$ cat src/hdl/sqs_pkg.sv
package sqs_pkg;

    localparam int SINE_TABLE_BITS = 10;
    localparam int SINE_N = 1 << SINE_TABLE_BITS;
    localparam int QDEPTH = 4;
    localparam int QPTR_W = $clog2(QDEPTH);
    localparam int FRONT_STAGES = 4;
    localparam int DIV_LANES = 4;
    localparam int CFG_IDX_W = 2;

    localparam logic [CFG_IDX_W-1:0] REG_TEX_W = CFG_IDX_W'(0);
    localparam logic [CFG_IDX_W-1:0] REG_TEX_H = CFG_IDX_W'(1);

    localparam logic [63:0] HALF_PI_Q62 = 64'h6487ED5110B4611A;

    typedef logic [16:0] sine_rom_t [SINE_N+1];

    typedef struct packed {
        logic signed [23:0] pos_x;
        logic signed [23:0] pos_y;
        logic [22:0]        quad_w;
        logic [22:0]        quad_h;
        logic signed [23:0] pivot_x;
        logic signed [23:0] pivot_y;
        logic signed [17:0] sin_v;
        logic signed [17:0] cos_v;
        logic [16:0]        u0;
        logic [16:0]        u1;
        logic [16:0]        v0;
        logic [16:0]        v1;
    } sqs_item_t;

    function automatic logic [63:0] mul_q62(input logic [63:0] a, input logic [63:0] b);
        logic [63:0] al, ah, bl, bh, ll, lh, hl, hh, mid, lo, hi;
        al = {32'd0, a[31:0]};
        ah = {32'd0, a[63:32]};
        bl = {32'd0, b[31:0]};
        bh = {32'd0, b[63:32]};
        ll = al * bl;
        lh = al * bh;
        hl = ah * bl;
        hh = ah * bh;
        mid = {32'd0, ll[63:32]} + {32'd0, lh[31:0]} + {32'd0, hl[31:0]};
        lo = {mid[31:0], ll[31:0]};
        hi = hh + {32'd0, lh[63:32]} + {32'd0, hl[63:32]} + {32'd0, mid[63:32]};
        return {hi[61:0], lo[63:62]};
    endfunction

    // Taylor terms x^(2n+1)/(2n+1)!, each divided by (2n)(2n+1), signs alternating
    function automatic logic [16:0] sine_entry(input int unsigned k);
        logic [63:0] low, x, x2, term, sum;
        low = HALF_PI_Q62 & 64'(SINE_N - 1);
        x = (HALF_PI_Q62 >> SINE_TABLE_BITS) * 64'(k) + ((low * 64'(k)) >> SINE_TABLE_BITS);
        x2 = mul_q62(x, x);
        term = x;
        sum = x;
        term = mul_q62(term, x2) / 64'd6;
        sum = sum - term;
        term = mul_q62(term, x2) / 64'd20;
        sum = sum + term;
        term = mul_q62(term, x2) / 64'd42;
        sum = sum - term;
        term = mul_q62(term, x2) / 64'd72;
        sum = sum + term;
        term = mul_q62(term, x2) / 64'd110;
        sum = sum - term;
        term = mul_q62(term, x2) / 64'd156;
        sum = sum + term;
        term = mul_q62(term, x2) / 64'd210;
        sum = sum - term;
        term = mul_q62(term, x2) / 64'd272;
        sum = sum + term;
        term = mul_q62(term, x2) / 64'd342;
        sum = sum - term;
        term = mul_q62(term, x2) / 64'd420;
        sum = sum + term;
        term = mul_q62(term, x2) / 64'd506;
        sum = sum - term;
        term = mul_q62(term, x2) / 64'd600;
        sum = sum + term;
        term = mul_q62(term, x2) / 64'd702;
        sum = sum - term;
        term = mul_q62(term, x2) / 64'd812;
        sum = sum + term;
        return 17'((sum + (64'd1 << 45)) >> 46);
    endfunction

    function automatic sine_rom_t build_sine_rom();
        sine_rom_t t;
        for (int k = 0; k <= SINE_N; k++)
            t[k] = sine_entry(k);
        return t;
    endfunction

    localparam sine_rom_t SINE_ROM = build_sine_rom();

endpackage

$ cat src/hdl/sqs_queue.sv
module sqs_queue (
    input  logic                 clk,
    input  logic                 rst_n,
    input  logic                 push,
    input  sqs_pkg::sqs_item_t   push_item,
    input  logic                 pop,
    output logic                 empty,
    output sqs_pkg::sqs_item_t   head
);
    import sqs_pkg::*;

    sqs_item_t entry_reg [QDEPTH];
    logic [QPTR_W-1:0] wr_ptr_reg, wr_ptr_next;
    logic [QPTR_W-1:0] rd_ptr_reg, rd_ptr_next;
    logic [QPTR_W:0]   count_reg, count_next;

    always_comb
    begin
        wr_ptr_next = push ? wr_ptr_reg + 1'b1 : wr_ptr_reg;
        rd_ptr_next = pop ? rd_ptr_reg + 1'b1 : rd_ptr_reg;
        count_next  = count_reg + (QPTR_W+1)'(push) - (QPTR_W+1)'(pop);
    end

    always_ff @(posedge clk or negedge rst_n)
    begin
        if (!rst_n)
        begin
            wr_ptr_reg <= '0;
            rd_ptr_reg <= '0;
            count_reg  <= '0;
        end
        else
        begin
            wr_ptr_reg <= wr_ptr_next;
            rd_ptr_reg <= rd_ptr_next;
            count_reg  <= count_next;
        end
    end

    always_ff @(posedge clk)
    begin
        if (push)
            entry_reg[wr_ptr_reg] <= push_item;
    end

    assign empty = (count_reg == '0);
    assign head  = entry_reg[rd_ptr_reg];

`ifndef SYNTHESIS
    a_no_overflow: assert property (@(posedge clk) disable iff (!rst_n)
        push && !pop |-> count_reg < (QPTR_W+1)'(QDEPTH))
        else $error("queue overflow");
    a_no_underflow: assert property (@(posedge clk) disable iff (!rst_n)
        pop |-> !empty)
        else $error("queue underflow");
    a_count_bound: assert property (@(posedge clk) disable iff (!rst_n)
        count_reg <= (QPTR_W+1)'(QDEPTH))
        else $error("queue count out of range");
`endif

endmodule

$ cat config.mk
export PLATFORM = sky130hd
export DESIGN_NAME = sqs_queue
export DESIGN_NICKNAME = d
export VERILOG_FILES = /design/src/hdl/sqs_pkg.sv /design/src/hdl/sqs_queue.sv
export SDC_FILE = /design/constraint.sdc
export NUM_CORES = 1
export LEC_CHECK = 0
export BUFFER_PORTS_ARGS = -buffer_cell sky130_fd_sc_hd__buf_2
export CELL_PAD_IN_SITES_DETAIL_PLACEMENT = 2
export CELL_PAD_IN_SITES_GLOBAL_PLACEMENT = 2
export CORE_MARGIN = 2
export CORE_UTILIZATION = 40
export CTS_BUF_LIST = sky130_fd_sc_hd__clkbuf_16
export DETAILED_ROUTE_END_ITERATION = 16
export PLACE_DENSITY_LB_ADDON = 0.1
export SLEW_MARGIN = 20
export SYNTH_ARGS = -nofsm -noshare
export SYNTH_HDL_FRONTEND = slang
export SYNTH_SLANG_ARGS = --single-unit
$ cat constraint.sdc
create_clock -name clk -period 8.95 [get_ports clk]
set_input_delay 2.2375 -clock clk [delete_from_list [all_inputs] [get_ports clk]]
set_output_delay 2.2375 -clock clk [all_outputs]
set_load 0.02 [all_outputs]
==> flow_summary_export.csv <==
group,metric,value,unit
outcome,status,"completed",
yosys,postSynthRegisterBits,991,
yosys,syn_area,36100,um2
yosys,yosysWarnings,0,
yosys,synth_edf_count,984,
yosys,yosys.area.top_type,"edfxtp_1",
yosys,synthTopCellsByArea,"edfxtp_1 (82%), mux4_2 (15%), buf_12 (1.2%), dfrtp_1 (0.49%), buf_2 (0.36%)",
die,die_w,304,um
clocking,post-cts-setup-buffers,0,
worst_setup_path,cp.arrival,3310,ps
power_and_ir_drop,power_density,356,nW/um2
timing,period_needed,5550,ps
drt,dr.pass1.iters,5,
layout,n_fill_cell,7928,
placed_design,dp_slack,4070,ps
die,initial_core_util,0.402,
worst_setup_path,cp-start-kind,"flip-flop",
timing,setup_violations,0,
yosys,synth_top_area_frac,0.819,
timing,hold_viol_final,0,
drt,ant_nets,0,
job,maxCapViolations,0,
worst_setup_path,crit_fanout,106,
worst_setup_path,cp_slowest_stage_delay,860,ps
clocking,holdBufCountCts,0,
layout,final_nets,2140,
worst_setup_path,path_cells,"buf_12 > mux4_2 > buf_2",
timing,setup_ws,3400,ps
die,die_h,304,um
grt,antenna_found_initial,30,
die,io_pins,497,
clocking,cts_tree,"done",
placed_design,port_buffers,496,
timing,fin_tns_setup,0,ps
drt,wl_per_cell,28.0,um
grt,grt_max_degree,153,
yosys,async_flop_share,0.00706,
clocking,ctsResizeCount,0,
yosys,synth_cell_types,17,
placed_design,place.detailed.hpwl,54.1,mm
power_and_ir_drop,max-vdd-ir-drop,0.280,mV
die,coreArea,89700,um2
worst_setup_path,r2r_setup_slack,6310,ps
hold_path,min_path_type,"reg2reg",
yosys,ys.flop_type,"edfxtp_1",
drt,drt_iter0_markers,1059,
clocking,cts_root_buf,"clkbuf_16",
timing,slew_violations,0,
yosys,yosysMostFrequentCell,"edfxtp_1",
grt,grt_pass1_vias,18500,
clocking,htree_levels,3,
clocking,clk_latency,670,ps
die,std_cell_rows,110,
hold_path,hp-start,"wr_ptr_reg[0]$_DFFE_PN0P_",
drt,vias_per_cell,5.13,
clocking,cts.sinks,991,
yosys,syn_nets,1575,
layout,drive_gt1_frac,0.465,
worst_setup_path,crit_start,"rd_ptr_reg[0]$_DFFE_PN0P_",
worst_setup_path,cpMaxStageDelayCell,"dfrtp_4",
power_and_ir_drop,p_leak,14.6,nW
layout,final_util,0.480,
worst_setup_path,critical_path_class,"reg2out",
clocking,clk_pin_slew,60,ps
timing,rsz0062_at_grt,"false",
grt,grt_usage,0.193,
clocking,clockBufferDepth,3,
grt,grt_pass1_wl,131,mm
layout,area_growth,19.4,%
timing,fmax,180,MHz
drt,drc,0,
yosys,postSynthCellCount,1318,
timing,max_slew_margin,0.214,
timing,period_share,0.620,
timing,tightestPinTransition,1180,ps
placed_design,gp_congestion,0.719,
drt,routed_wl,88.5,mm
worst_setup_path,cp.required,6710,ps
die,die_area,92700,um2
grt,grt-ovfl-total,0,
clocking,cts_inserted_buffers,106,
yosys,avgSynthCellArea,27.4,um2
worst_setup_path,r2r-start,"wr_ptr_reg[0]$_DFFE_PN0P_",
yosys,ys_seq_area_frac,0.823,
layout,largest_reg_flops,984,
timing,fin_skew,18.5,ps
drt,vias,16200,
yosys,synthTopCellsByCount,"edfxtp_1 (984), mux4_2 (246), buf_2 (26)",
worst_setup_path,endpoint_kind,"output pin",
[path summary, 6_finish.rpt]
path	endpoint	cells after the start
max	head[165]	3
min	wr_ptr_reg[0]$_DFFE_PN0P_	1
max reg2reg	entry_reg[2][109]$_DFFE_PP_	4
min reg2reg	wr_ptr_reg[0]$_DFFE_PN0P_	1
max in group asynchronous	rd_ptr_reg[1]$_DFFE_PN0P_	1
min in group asynchronous	count_reg[0]$_DFF_PN0_	1
[power breakdown]
group | switching [mW] | internal (mW)
logic | 2.92 | 1.77
clock network | 1.80 | 2.47
registers | 0.282 | 6.08
total | 5.00 | 10.3
[layer usage]
layer / share of wire / global-route usage / up-vias
met5: 0.0024 / 0 / -
met4: 0.026 / 0.0601 / 32
met3: 0.071 / 0.0645 / 155
met2: 0.52 / 0.334 / 458
met1: 0.38 / 0.228 / 8657
li1: - / - / 6925
[per-stage QoR]
step / instance area [um2] / hold slack (ps) / instances / total power [mW]
finish: 43100 / 543 / 3163 / 15.3
global route: 43100 / 586 / 3156 / 16.0
CTS: 43100 / 553 / 3149 / 15.6
detailed placement: 39600 / 544 / 2951 / 11.3
global placement: 39600 / 529 / 2951 / 11.2
floorplan: 36100 / 494 / 1318 / 9.88
[critical path: cells and delay by family (launching register included)]
kind	cells	cell delay, ps
muxes	1	650
DFF	1	860
buffers and inverters	2	810
[placed cells by master, fill, tap and decap left out]
cell | Yosys | layout
diode_2 | 0 | 14
clkinv_1 | 0 | 30
xnor2_1 | 3 | 3
bufinv_16 | 0 | 10
clkinv_2 | 0 | 24
dfrtp_1 | 7 | 5
o21ai_0 | 1 | 1
fa_1 | 1 | 1
mux4_2 | 246 | 246
clkbuf_16 | 0 | 108
ha_1 | 6 | 6
and2_4 | 0 | 4
clkinv_8 | 0 | 3
nor3_1 | 1 | 1
buf_12 | 22 | 7
inv_6 | 0 | 3
buf_4 | 0 | 9
clkinvlp_4 | 0 | 6
inv_1 | 6 | 20
nand2_1 | 2 | 2
buf_2 | 26 | 496
dfrtp_4 | 0 | 2
edfxtp_1 | 984 | 984
xor2_1 | 2 | 2
[area by class of cell]
cell class / instances / area (um2) / share of cell area
inverters: 6 / 22.5 / 0.000523
multi-input cells: 266 / 5730 / 0.133
diodes: 14 / 35.0 / 0.000813
clock buffers: 108 / 2700 / 0.0627
flip-flops and latches: 991 / 29700 / 0.690
well taps: 1176 / 1470 / 0.0341
repair buffers: 512 / 2690 / 0.0624
clock inverters: 90 / 706 / 0.0164
[logic make-up after synthesis]
family	synth area share
DFF	0.823
xor gates and xnor gates	0.00121
AOI/OAI and AO/OA	0.000139
buffers and inverters	0.0180
and+or+nand+nor	0.00104
muxes	0.153
adders and majority gates	0.00263
Note: power is estimated with default switching activity, not from simulation.
